<file path="src/sv/sir_pkg.sv">
// Package for the sparse index reshape block: field widths, codes and the
// control and status structs shared by the top level and the arithmetic unit.
// No dependencies.
package sir_pkg;

  localparam int KIND_W     = 2;
  localparam int POS_W      = 3;
  localparam int DIM_W      = 3;
  localparam int ROW_W      = 32;
  localparam int LIN_W      = 64;
  localparam int RANK_CFG_W = 4;
  localparam int CFG_IDX_W  = 4;
  localparam int CNT_W      = 6;

  localparam logic [KIND_W-1:0] KIND_IN_STRIDE  = 2'd0;
  localparam logic [KIND_W-1:0] KIND_OUT_STRIDE = 2'd1;
  localparam logic [KIND_W-1:0] KIND_COORD      = 2'd2;

  localparam logic [CFG_IDX_W-1:0] CFG_IN_RANK  = 4'd0;
  localparam logic [CFG_IDX_W-1:0] CFG_OUT_RANK = 4'd1;

  typedef enum logic {
    OP_MUL = 1'b0,
    OP_DIV = 1'b1
  } sir_op_t;

  typedef struct packed {
    logic    start;
    sir_op_t op;
  } sir_ctl_t;

  typedef struct packed {
    logic busy;
    logic done;
  } sir_stat_t;

endpackage

</file>
<file path="src/sv/sir_muldiv.sv">
// Bit-serial multiply-accumulate and restoring divide around one shared
// 64-bit adder. Depends on sir_pkg.
module sir_muldiv import sir_pkg::*; #(
  parameter int COORD_BITS = 48
) (
  input  logic                  clk,
  input  logic                  rst_n,
  input  sir_ctl_t              ctl,
  input  logic [LIN_W-1:0]      opa,   // accumulator (mul) or dividend (div)
  input  logic [LIN_W-1:0]      opb,   // multiplicand (mul)
  input  logic [COORD_BITS-1:0] opc,   // multiplier (mul) or divisor (div)
  output sir_stat_t             stat,
  output logic [LIN_W-1:0]      res,
  output logic [COORD_BITS-1:0] rem
);

  sir_op_t               op_r, op_nxt;
  logic                  busy_r, busy_nxt;
  logic                  done_r, done_nxt;
  logic [CNT_W-1:0]      cnt_r, cnt_nxt;
  logic [LIN_W-1:0]      acc_r, acc_nxt;
  logic [LIN_W-1:0]      mcand_r, mcand_nxt;
  logic [COORD_BITS-1:0] sel_r, sel_nxt;
  logic [COORD_BITS-1:0] rem_r, rem_nxt;

  logic [COORD_BITS:0]   trial;
  logic [LIN_W-1:0]      add_x, add_y;
  logic [LIN_W:0]        sum;
  logic                  carry;

  // Shared adder: add the partial product, or subtract the divisor from the
  // shifted remainder (carry out set means no borrow)
  assign trial = {rem_r, acc_r[LIN_W-1]};
  always_comb begin
    if (op_r == OP_MUL) begin
      add_x = acc_r;
      add_y = sel_r[0] ? mcand_r : '0;
    end else begin
      add_x = LIN_W'(trial);
      add_y = ~LIN_W'(sel_r);
    end
  end
  assign sum   = {1'b0, add_x} + {1'b0, add_y} + (LIN_W+1)'(op_r == OP_DIV);
  assign carry = sum[LIN_W];

  always_comb begin
    op_nxt    = op_r;
    busy_nxt  = busy_r;
    done_nxt  = 1'b0;
    cnt_nxt   = cnt_r;
    acc_nxt   = acc_r;
    mcand_nxt = mcand_r;
    sel_nxt   = sel_r;
    rem_nxt   = rem_r;
    if (ctl.start) begin
      op_nxt    = ctl.op;
      busy_nxt  = 1'b1;
      acc_nxt   = opa;
      mcand_nxt = opb;
      sel_nxt   = opc;
      rem_nxt   = '0;
      cnt_nxt   = (ctl.op == OP_MUL) ? CNT_W'(COORD_BITS - 1) : CNT_W'(LIN_W - 1);
    end else if (busy_r) begin
      if (op_r == OP_MUL) begin
        acc_nxt   = sum[LIN_W-1:0];
        mcand_nxt = {mcand_r[LIN_W-2:0], 1'b0};
        sel_nxt   = sel_r >> 1;
      end else begin
        acc_nxt = {acc_r[LIN_W-2:0], carry};
        rem_nxt = carry ? sum[COORD_BITS-1:0] : trial[COORD_BITS-1:0];
      end
      cnt_nxt = cnt_r - 1'b1;
      if (cnt_r == '0) begin
        busy_nxt = 1'b0;
        done_nxt = 1'b1;
      end
    end
  end

  always_ff @(posedge clk) begin
    if (!rst_n) begin
      busy_r <= 1'b0;
      done_r <= 1'b0;
      op_r   <= OP_MUL;
      cnt_r  <= '0;
    end else begin
      busy_r <= busy_nxt;
      done_r <= done_nxt;
      op_r   <= op_nxt;
      cnt_r  <= cnt_nxt;
    end
  end

  always_ff @(posedge clk) begin
    acc_r   <= acc_nxt;
    mcand_r <= mcand_nxt;
    sel_r   <= sel_nxt;
    rem_r   <= rem_nxt;
  end

  assign stat.busy = busy_r;
  assign stat.done = done_r;
  assign res       = acc_r;
  assign rem       = rem_r;

endmodule

</file>
<file path="src/sv/sparse_index_reshape_top.sv">
// Top level of the sparse index reshape block: stride tables, sequencer and
// output register. Depends on sir_pkg and sir_muldiv.
//
// Remaps one sparse nonzero from an input tensor shape to an output shape.
// Stride items (tuser 0 for the input table, 1 for the output table) write
// one table entry as they are accepted. Coordinate items (tuser 2) arrive one per
// input dimension; each is multiplied by its input stride and added into a
// 64-bit linear index that wraps. The in_rank-th coordinate closes the
// nonzero: the block then emits out_rank items, one per output dimension in
// order, each the quotient of the running remainder by that dimension's
// stride, with tlast on the final one. A zero stride gives 0 and keeps the
// remainder. tuser 3 is dropped. One item is in work at a time and the input
// is not ready meanwhile. All arithmetic runs on one bit-serial unit with a
// single 64-bit adder; a zero stride dimension skips the divide, and each
// result item waits for the receiver. Rank registers act as 1 when written 0
// and as MAX_RANK when written above it; write them only while the block is
// idle.
module sparse_index_reshape_top import sir_pkg::*; #(
  parameter int MAX_RANK   = 8,
  parameter int COORD_BITS = 48
) (
  input  logic                      clk,
  input  logic                      rst_n,
  // input items
  input  logic                      in_tvalid,
  output logic                      in_tready,
  input  logic [((POS_W+COORD_BITS+7)/8)*8-1:0] in_tdata,  // position, value, zero pad
  input  logic [KIND_W-1:0]         in_tuser,              // kind
  input  logic                      in_tlast,              // end_of_set
  // result items
  output logic                      out_tvalid,
  input  logic                      out_tready,
  output logic [((COORD_BITS+DIM_W+ROW_W+7)/8)*8-1:0] out_tdata, // out_coord, out_dim,
                                                                 // row_number, zero pad
  output logic                      out_tlast,             // last
  // configuration writes
  input  logic                      cfg_valid,
  output logic                      cfg_ready,
  input  logic [CFG_IDX_W-1:0]      cfg_index,
  input  logic [RANK_CFG_W-1:0]     cfg_data
);

  localparam int IDX_W  = (MAX_RANK > 1) ? $clog2(MAX_RANK) : 1;
  localparam int RANK_W = $clog2(MAX_RANK + 1);
  localparam int OUT_W  = ((COORD_BITS + DIM_W + ROW_W + 7) / 8) * 8;

  typedef enum logic [4:0] {
    S_IDLE  = 5'b00001,
    S_MUL   = 5'b00010,
    S_DLOAD = 5'b00100,
    S_DIV   = 5'b01000,
    S_OUT   = 5'b10000
  } state_t;

  function automatic logic [RANK_W-1:0] eff_rank(input logic [RANK_CFG_W-1:0] r);
    logic [RANK_W-1:0] n;
    if (r == '0) begin
      n = RANK_W'(1);
    end else if (32'(r) > MAX_RANK) begin
      n = RANK_W'(MAX_RANK);
    end else begin
      n = RANK_W'(r);
    end
    return n;
  endfunction

  state_t                  state_r, state_nxt;
  logic [RANK_CFG_W-1:0]   in_rank_r, out_rank_r;
  logic [RANK_W-1:0]       coord_cnt_r, coord_cnt_nxt;
  logic [ROW_W-1:0]        row_cnt_r, row_cnt_nxt;
  logic [LIN_W-1:0]        lin_r, lin_nxt;
  logic [LIN_W-1:0]        rem_r, rem_nxt;
  logic [IDX_W-1:0]        dim_r, dim_nxt;
  logic [ROW_W-1:0]        row_num_r, row_num_nxt;
  logic [COORD_BITS-1:0]   coord_r, coord_nxt;
  logic                    eos_r;

  logic [COORD_BITS-1:0]   in_stride_r  [MAX_RANK];
  logic [COORD_BITS-1:0]   out_stride_r [MAX_RANK];

  logic [POS_W-1:0]        in_pos;
  logic [COORD_BITS-1:0]   in_value;
  logic                    in_acc;
  logic [RANK_W-1:0]       n_in, n_out;
  logic                    closes;
  logic                    last_dim;
  logic [COORD_BITS-1:0]   out_stride;

  sir_ctl_t                ctl;
  sir_stat_t               stat;
  logic [LIN_W-1:0]        unit_res;
  logic [COORD_BITS-1:0]   unit_rem;
  logic [LIN_W-1:0]        unit_opa;
  logic [LIN_W-1:0]        unit_opb;
  logic [COORD_BITS-1:0]   unit_opc;

  assign in_pos   = in_tdata[POS_W-1:0];
  assign in_value = in_tdata[POS_W +: COORD_BITS];
  assign in_tready = (state_r == S_IDLE);
  assign in_acc   = in_tvalid && in_tready;
  assign cfg_ready = 1'b1;

  assign n_in       = eff_rank(in_rank_r);
  assign n_out      = eff_rank(out_rank_r);
  // the coordinate in work is the last of its nonzero
  assign closes     = ((RANK_W+1)'(coord_cnt_r) + 1'b1) >= (RANK_W+1)'(n_in);
  assign last_dim   = ((RANK_W+1)'(dim_r) + 1'b1) == (RANK_W+1)'(n_out);
  assign out_stride = out_stride_r[dim_r];

  // Start a multiply on an accepted coordinate, a divide on a nonzero stride
  always_comb begin
    ctl.start = 1'b0;
    ctl.op    = OP_MUL;
    unit_opa  = lin_r;
    unit_opb  = LIN_W'(in_stride_r[coord_cnt_r[IDX_W-1:0]]);
    unit_opc  = in_value;
    if (in_acc && in_tuser == KIND_COORD) begin
      ctl.start = 1'b1;
    end else if (state_r == S_DLOAD && out_stride != '0) begin
      ctl.start = 1'b1;
      ctl.op    = OP_DIV;
      unit_opa  = rem_r;
      unit_opc  = out_stride;
    end
  end

  sir_muldiv #(
    .COORD_BITS (COORD_BITS)
  ) u_muldiv (
    .clk   (clk),
    .rst_n (rst_n),
    .ctl   (ctl),
    .opa   (unit_opa),
    .opb   (unit_opb),
    .opc   (unit_opc),
    .stat  (stat),
    .res   (unit_res),
    .rem   (unit_rem)
  );

  // Sequencer
  always_comb begin
    state_nxt     = state_r;
    coord_cnt_nxt = coord_cnt_r;
    row_cnt_nxt   = row_cnt_r;
    lin_nxt       = lin_r;
    rem_nxt       = rem_r;
    dim_nxt       = dim_r;
    row_num_nxt   = row_num_r;
    coord_nxt     = coord_r;
    unique case (state_r)
      S_IDLE: begin
        if (in_acc && in_tuser == KIND_COORD) begin
          state_nxt = S_MUL;
        end
      end
      S_MUL: begin
        if (stat.done) begin
          if (closes) begin
            // close the nonzero: divide down the finished index
            rem_nxt       = unit_res;
            lin_nxt       = '0;
            coord_cnt_nxt = '0;
            dim_nxt       = '0;
            row_num_nxt   = row_cnt_r;
            row_cnt_nxt   = eos_r ? '0 : row_cnt_r + 1'b1;
            state_nxt     = S_DLOAD;
          end else begin
            lin_nxt       = unit_res;
            coord_cnt_nxt = coord_cnt_r + 1'b1;
            if (eos_r) begin
              row_cnt_nxt = '0;
            end
            state_nxt     = S_IDLE;
          end
        end
      end
      S_DLOAD: begin
        if (out_stride == '0) begin
          coord_nxt = '0;
          state_nxt = S_OUT;
        end else begin
          state_nxt = S_DIV;
        end
      end
      S_DIV: begin
        if (stat.done) begin
          coord_nxt = unit_res[COORD_BITS-1:0];
          rem_nxt   = LIN_W'(unit_rem);
          state_nxt = S_OUT;
        end
      end
      S_OUT: begin
        if (out_tready) begin
          if (last_dim) begin
            state_nxt = S_IDLE;
          end else begin
            dim_nxt   = dim_r + 1'b1;
            state_nxt = S_DLOAD;
          end
        end
      end
      default: state_nxt = S_IDLE;
    endcase
  end

  always_ff @(posedge clk) begin
    if (!rst_n) begin
      state_r     <= S_IDLE;
      in_rank_r   <= RANK_CFG_W'(1);
      out_rank_r  <= RANK_CFG_W'(1);
      coord_cnt_r <= '0;
      row_cnt_r   <= '0;
      lin_r       <= '0;
    end else begin
      state_r     <= state_nxt;
      coord_cnt_r <= coord_cnt_nxt;
      row_cnt_r   <= row_cnt_nxt;
      lin_r       <= lin_nxt;
      if (cfg_valid && cfg_ready) begin
        if (cfg_index == CFG_IN_RANK) begin
          in_rank_r <= cfg_data;
        end else if (cfg_index == CFG_OUT_RANK) begin
          out_rank_r <= cfg_data;
        end
      end
    end
  end

  // Payload: tables, remainder, output register
  always_ff @(posedge clk) begin
    rem_r     <= rem_nxt;
    dim_r     <= dim_nxt;
    row_num_r <= row_num_nxt;
    coord_r   <= coord_nxt;
    if (in_acc) begin
      eos_r <= in_tlast;
      if (32'(in_pos) < MAX_RANK) begin
        if (in_tuser == KIND_IN_STRIDE) begin
          in_stride_r[IDX_W'(in_pos)] <= in_value;
        end else if (in_tuser == KIND_OUT_STRIDE) begin
          out_stride_r[IDX_W'(in_pos)] <= in_value;
        end
      end
    end
  end

  assign out_tvalid = (state_r == S_OUT);
  assign out_tlast  = last_dim;
  assign out_tdata  = OUT_W'({row_num_r, DIM_W'(dim_r), coord_r});

  // Checks
  a_cnt_range: assert property (@(posedge clk) disable iff (!rst_n)
    32'(coord_cnt_r) < MAX_RANK)
    else $error("coordinate count beyond the stride table");

  a_out_blocks_in: assert property (@(posedge clk) disable iff (!rst_n)
    out_tvalid |-> !in_tready)
    else $error("input ready while a result item waits");

  a_last_frees: assert property (@(posedge clk) disable iff (!rst_n)
    (out_tvalid && out_tready && out_tlast) |=> in_tready)
    else $error("block not idle after the last result item");

  a_done_where: assert property (@(posedge clk) disable iff (!rst_n)
    stat.done |-> (state_r == S_MUL || state_r == S_DIV))
    else $error("arithmetic unit finished outside a wait state");

endmodule

</file>
<file path="config.mk">
export PLATFORM = sky130hd
export DESIGN_NAME = sparse_index_reshape_top
export DESIGN_NICKNAME = d
export VERILOG_FILES = /design/src/sv/sir_pkg.sv /design/src/sv/sir_muldiv.sv /design/src/sv/sparse_index_reshape_top.sv
export SDC_FILE = /design/constraint.sdc
export NUM_CORES = 2
export LEC_CHECK = 0
export ABC_AREA = 0
export BUFFER_PORTS_ARGS = -buffer_cell sky130_fd_sc_hd__buf_2
export CORE_MARGIN = 4
export CORE_UTILIZATION = 55
export DETAILED_ROUTE_END_ITERATION = 6
export GPL_TIMING_DRIVEN = 1
export PLACE_DENSITY = 0.73
export SETUP_SLACK_MARGIN = 0.2
export SLEW_MARGIN = 10
export SYNTH_ARGS = -nofsm -noshare
export SYNTH_HDL_FRONTEND = slang
export SYNTH_HIERARCHICAL = 1
export SYNTH_SLANG_ARGS = --single-unit
</file>
<file path="constraint.sdc">
create_clock -name clk -period 22 [get_ports clk]
set_clock_uncertainty 0.05 [all_clocks]
set_input_delay 1.1 -clock clk [delete_from_list [all_inputs] [get_ports clk]]
set_output_delay 1.1 -clock clk [all_outputs]
set_load 0.05 [all_outputs]
</file>
## After elaboration in Yosys (flattened, before gate mapping)

Memory sizes are Yosys's and may differ from the RTL's. A register that Yosys moved wholly into a read port is not among the register bits.
Index checks and enable logic that the tools add are counted.

- Order comparisons: 3
- Add/subtract/negate cells: 8
- Bitwise logic cells: 5
- Equality and inequality tests: 17
- Reductions and logical operators: 28
- Muxes and demuxes: 66

Operators with widths:

| kind | number |
|---|---|
| 2-to-1 mux 64 bit | 12 |
| 2-to-1 mux 48 bit | 11 |
| case mux 64 bit (2 select lines) | 1 |
| 2-to-1 mux 32 bit | 3 |
| case mux 48 bit (2 select lines) | 1 |
| adder 64 x 64 -> 65 bit | 1 |
| adder 65 x 1 -> 65 bit | 1 |
| inverter 48 -> 64 bit | 1 |
| logical NOT 48 bit | 1 |
| nonzero test 48 bit | 1 |
| adder 32 x 1 -> 32 bit (second input constant) | 1 |
| 2-to-1 mux 5 bit | 6 |
| 2-to-1 mux 3 bit | 9 |
| case mux 5 bit (5 select lines) | 1 |
| 2-to-1 mux 4 bit | 5 |
| 2-to-1 mux 1 bit | 13 |
| logical NOT 4 bit | 3 |
| 2-to-1 mux 6 bit | 2 |
| AND reduction 3 bit | 4 |
| != test 2 x 1 -> 1 bit (second input constant) | 5 |
| AND reduction 2 bit | 5 |
| nonzero test 2 bit | 5 |
| greater-than comparator 4 bit (second input constant) | 2 |
| AND reduction 4 bit | 2 |
| 24 further kinds | 31 |

- Input port bits: 72
- Memories: 2
- Bits in writable memories: 768
- Register bits after elaboration: 494

Memory list:

| memory | depth | width | rd ports | clocked after memory_dff | wr ports | line | source |
|---|---|---|---|---|---|---|---|
| in_stride_r | 8 | 48 | 1 | 1 | 1 | sparse_index_reshape_top.sv:78 | `logic [COORD_BITS-1:0] in_stride_r [MAX_RANK];` |
| out_stride_r | 8 | 48 | 1 | 1 | 1 | sparse_index_reshape_top.sv:79 | `logic [COORD_BITS-1:0] out_stride_r [MAX_RANK];` |

## Logic depth before layout (Yosys ltp)

- Depth in word-level cells: 8
- Depth in mapped cells: 20
- Depth with buffers taken out: 16

## Modules after synthesis

Netlist, hierarchy kept.

By module, submodules not included:

| module | seq. area each (um2) | instances | cells each | area each (um2) |
|---|---|---|---|---|
| sparse_index_reshape_top | 29888.7 | 1 | 2434 | 41180.7 |
| sir_muldiv | 6426.2 | 1 | 1604 | 15368.5 |

## Worst setup path after synthesis

OpenSTA, ideal clock, no wires.

- Path type: flip-flop to flip-flop
- From: reg coord_cnt_r[0]
- To: reg rem_r[0] (enable)
- Library setup time: 581 ps
- Arrival time: 6665 ps
- Stages on the path, launching flop included: 10
- Data required time: 21369 ps
- Period minus slack after synthesis: 7297 ps
- Slack: 14703 ps
- Path through: dfxtp_1 -> ha_1 -> ha_1 -> a21o_1 -> a21oi_1 -> o21a_1 -> clkbuf_1 -> clkbuf_1 -> buf_1 -> a211oi_1

- Longest elaborated chain between the ends: 4

Ends and longest elaborated chain:

| what | line | source |
|---|---|---|
| from (decl) | sparse_index_reshape_top.sv:69 | `logic [RANK_W-1:0] coord_cnt_r, coord_cnt_nxt;` |
| from (signal assigned) | sparse_index_reshape_top.sv:217 | `coord_cnt_r <= coord_cnt_nxt;` |
| adder 4 x 1 -> 5 bit | sparse_index_reshape_top.sv:106 | `assign closes = ((RANK_W+1)'(coord_cnt_r) + 1'b1) >= (RANK_W+1)'(n_in);` |
| >= comparator 5 x 4 -> 1 bit | sparse_index_reshape_top.sv:106 |  |
| != test 2 bit (no line) | n/a |  |
| AND reduction 4 bit (no line) | n/a |  |
| to (signal assigned) | sparse_index_reshape_top.sv:232 | `rem_r <= rem_nxt;` |
| to (decl) | sparse_index_reshape_top.sv:72 | `logic [LIN_W-1:0] rem_r, rem_nxt;` |

No other way between the ends.
A chain may end at the register's enable or synchronous reset.

## Final worst setup path

- From: reg u_muldiv.op_r
- To: reg u_muldiv.rem_r[7] (netlist: u_muldiv/rem[7])

- Longest elaborated chain between the ends: 4
- Elaborated cells between the ends (all ways): 6
- Those cells by class: add/sub (2); mux (3); reduce/logical (1)

Ends and longest elaborated chain:

| what | line | source |
|---|---|---|
| from (decl) | sir_muldiv.sv:17 | `sir_op_t op_r, op_nxt;` |
| from (signal assigned) | sir_muldiv.sv:89 | `op_r <= op_nxt;` |
| 2-to-1 mux 64 bit | sir_muldiv.sv:35 | `if (op_r == OP_MUL) begin` |
| adder 64 x 64 -> 65 bit | sir_muldiv.sv:43 | `assign sum = {1'b0, add_x} + {1'b0, add_y} + (LIN_W+1)'(op_r == OP_DIV);` |
| adder 65 x 1 -> 65 bit | sir_muldiv.sv:43 |  |
| 2-to-1 mux 48 bit | sir_muldiv.sv:70 | `rem_nxt = carry ? sum[COORD_BITS-1:0] : trial[COORD_BITS-1:0];` |
| to (signal assigned) | sir_muldiv.sv:98 | `rem_r <= rem_nxt;` |
| to (decl) | sir_muldiv.sv:24 | `logic [COORD_BITS-1:0] rem_r, rem_nxt;` |

Parallel ways exist; a longest one is shown, timed or not.

==> impl_metrics.env <==
export IMPL_status="finished, final reports clean"
export IMPL_area_growth_pct=11.30
export IMPL_drive_above_1_share_pct=19.59
export IMPL_gp_congestion=0.9016
export IMPL_cts_max_path_buffers=3
export IMPL_cts_reportedPaths_clkPinSlew_ns=0.06
export IMPL_fin_nets=4287
export IMPL_holdBufCountCts=0
export IMPL_stdcell_area_mm2=0.06293
export IMPL_start_util_pct=55.49
export IMPL_grt_max_degree=158
export IMPL_p_leak_nw=22.20
export IMPL_max_stage_delay_ns=0.76
export IMPL_rr_worst_depth=15
export IMPL_worst_path_buf_inv=3
export IMPL_core_area_mm2=0.1019
export IMPL_holdPathStages=2
export IMPL_tritoncts="yes"
export IMPL_antenna_found_initial=11
export IMPL_slew_violations=0
export IMPL_rsz0062_at_grt="no"
export IMPL_syn_avg_cell_area_um2=14.01
export IMPL_drc=0
export IMPL_post_cts_buffers=0
export IMPL_power_density_mw_per_mm2=97.86
export IMPL_max_cap_viol_count=0
export IMPL_die_area_mm2=0.1080
export IMPL_num_vias=34520
export IMPL_slowest_stage="a31oi_4"
export IMPL_io_buffers=152
export IMPL_final_core_util_pct=61.76
export IMPL_drt_pass1_iterations=6
export IMPL_cts_made_buffers=133
export IMPL_period_needed_ns=7.092
export IMPL_r2r_slack_ns=14.91
export IMPL_grt_total_usage_pct=25.24
export IMPL_io_pin_count=164
export IMPL_timing_fmax_mhz=141.0
export IMPL_fin_hold_ws_ns=0.3977
export IMPL_timing_final_hold_violations=0
export IMPL_crit_chain="clkinv_2, buf_4, o21ai_0, ha_1, nand2_1, or3_1, o311a_1, o21a_1, or4_4, a21oi_2, o21ai_2, a31oi_4, buf_4, mux2i_1, a21oi_1"
export IMPL_yosys_warnings=6
export IMPL_syn_area_mm2=0.05654
export IMPL_placed_cell_area_mm2=0.05861
export IMPL_cts_resized_gates=0
export IMPL_htree_levels=4
export IMPL_tightest_slew_ns=1.136
export IMPL_grt_ovfl_total=0
export IMPL_rows=117
export IMPL_critical_path_peak_fanout=55
export IMPL_cp_common_cell="buf_4"
export IMPL_cts_root_buf="clkbuf_16"
export IMPL_max_vdd_ir_drop_mv=0.08362
export IMPL_startpoint_type="flip-flop"
export IMPL_routed_wl_um=136300
export IMPL_clock_sinks=1268
export IMPL_path_delay_family="compound AO/OA/AOI/OAI gates"
export IMPL_insertion_delay_ns=0.75
export IMPL_ant_nets=0
export IMPL_tns_ns=0
export IMPL_period_share_pct=32.24
export IMPL_hold_class="reg -> reg"
export IMPL_viasPerCell=6.145
export IMPL_wl_per_cell_um=24.27
export IMPL_die_y_um=328.6
export IMPL_criticalPathCategory="reg -> reg"
export IMPL_crit_arrival_ns=7.60
export IMPL_max_slew_margin_rel_pct=24.25
export IMPL_grt_first_pass_wirelength_um=207600
export IMPL_grt_pass1_vias=33890
export IMPL_fp_dieW_um=328.6
export IMPL_place_hpwl_um=81640
export IMPL_drt_iter0_drc=3517
export IMPL_setup_viol=0
export IMPL_worst_path_stages=15
export IMPL_synthCells=4037
export IMPL_end_kind="flip-flop"
export IMPL_required_ns=22.51
[stage by stage]
| step | setup WS [ns] | power (mW) | std cells |
|---|---|---|---|
| after global placement | 15.14 | 3.964 | 5374 |
| final | 14.91 | 6.158 | 5617 |
| after detailed placement | 15.06 | 3.983 | 5374 |
| after floorplan | 14.70 | 3.674 | 4057 |
| after CTS | 15.00 | 6.179 | 5614 |
| after global routing | 14.63 | 6.401 | 5615 |
[layout by cell type, fill, tap and decap left out, types with 84 or more instances in the layout]
cell          n
mux2i_1     196
edfxtp_1   1092
clkbuf_16   135
buf_2       152
mux2_2      217
mux4_2      160
nand2_1     460
inv_1        84
nand3_1      97
dfxtp_1     169
a21oi_1     213
o21ai_0     198
nor2_1      111
[layout make-up]
cell class	count	area, um2
Antenna cell	3	7.507
Inverter	87	329.1
Tap cell	1368	1712
Multi-Input combinational cell	2445	19050
Fill cell	7689	38960
Sequential cell	1268	36340
Clock inverter	64	726.9
Timing Repair Buffer	206	1179
Clock buffer	176	3582
[report_power, final]
group / total (mW) / internal [mW] / switching [mW]
combinational: 1.08 / 0.420 / 0.662
sequential: 2.87 / 2.77 / 0.101
clock: 2.20 / 1.28 / 0.929
total: 6.16 / 4.47 / 1.69
[worst reg2reg max path, stage by stage (launching register included)]
cell,delay (ns)
dfxtp_4,0.53
clkinv_2,0.71
buf_4,0.65
o21ai_0,0.60
ha_1,0.28
nand2_1,0.10
or3_1,0.41
o311a_1,0.43
o21a_1,0.32
or4_4,0.58
a21oi_2,0.28
o21ai_2,0.14
a31oi_4,0.76
buf_4,0.64
mux2i_1,0.32
a21oi_1,0.10
[registers in the layout, summed over array words and instances, names as in the netlist, 4 cells and up, named ones only]
signal	cells
u_muldiv/rem	48
u_muldiv/sel_r	48
u_muldiv/res	64
row_num_r	32
coord_r	48
out_stride_r	384
state_r	5
u_muldiv/cnt_r	6
in_rank_r	4
u_muldiv/mcand_r	64
out_rank_r	4
lin_r	64
coord_cnt_r	4
rem_r	64
in_stride_r	384
row_cnt_r	32
[metal layers]
layer | global-route usage, % | wire, um
met5 | 0 | 41
met4 | 7.602 | 3258
met3 | 4.050 | 10580
met2 | 41.27 | 66430
met1 | 35.27 | 56040
[final timing paths]
path | endpoint | from
setup / recovery | u_muldiv/rem[7]$_SDFFE_PP0P_ | u_muldiv/op_r$_SDFFE_PN0P_
setup reg to reg | u_muldiv/rem[7]$_SDFFE_PP0P_ | u_muldiv/op_r$_SDFFE_PN0P_
hold reg to reg | lin_r[36]$_SDFFE_PN0P_ | lin_r[36]$_SDFFE_PN0P_
hold / removal | lin_r[36]$_SDFFE_PN0P_ | lin_r[36]$_SDFFE_PN0P_
No activity file was read; power rests on OpenSTA's default activity.
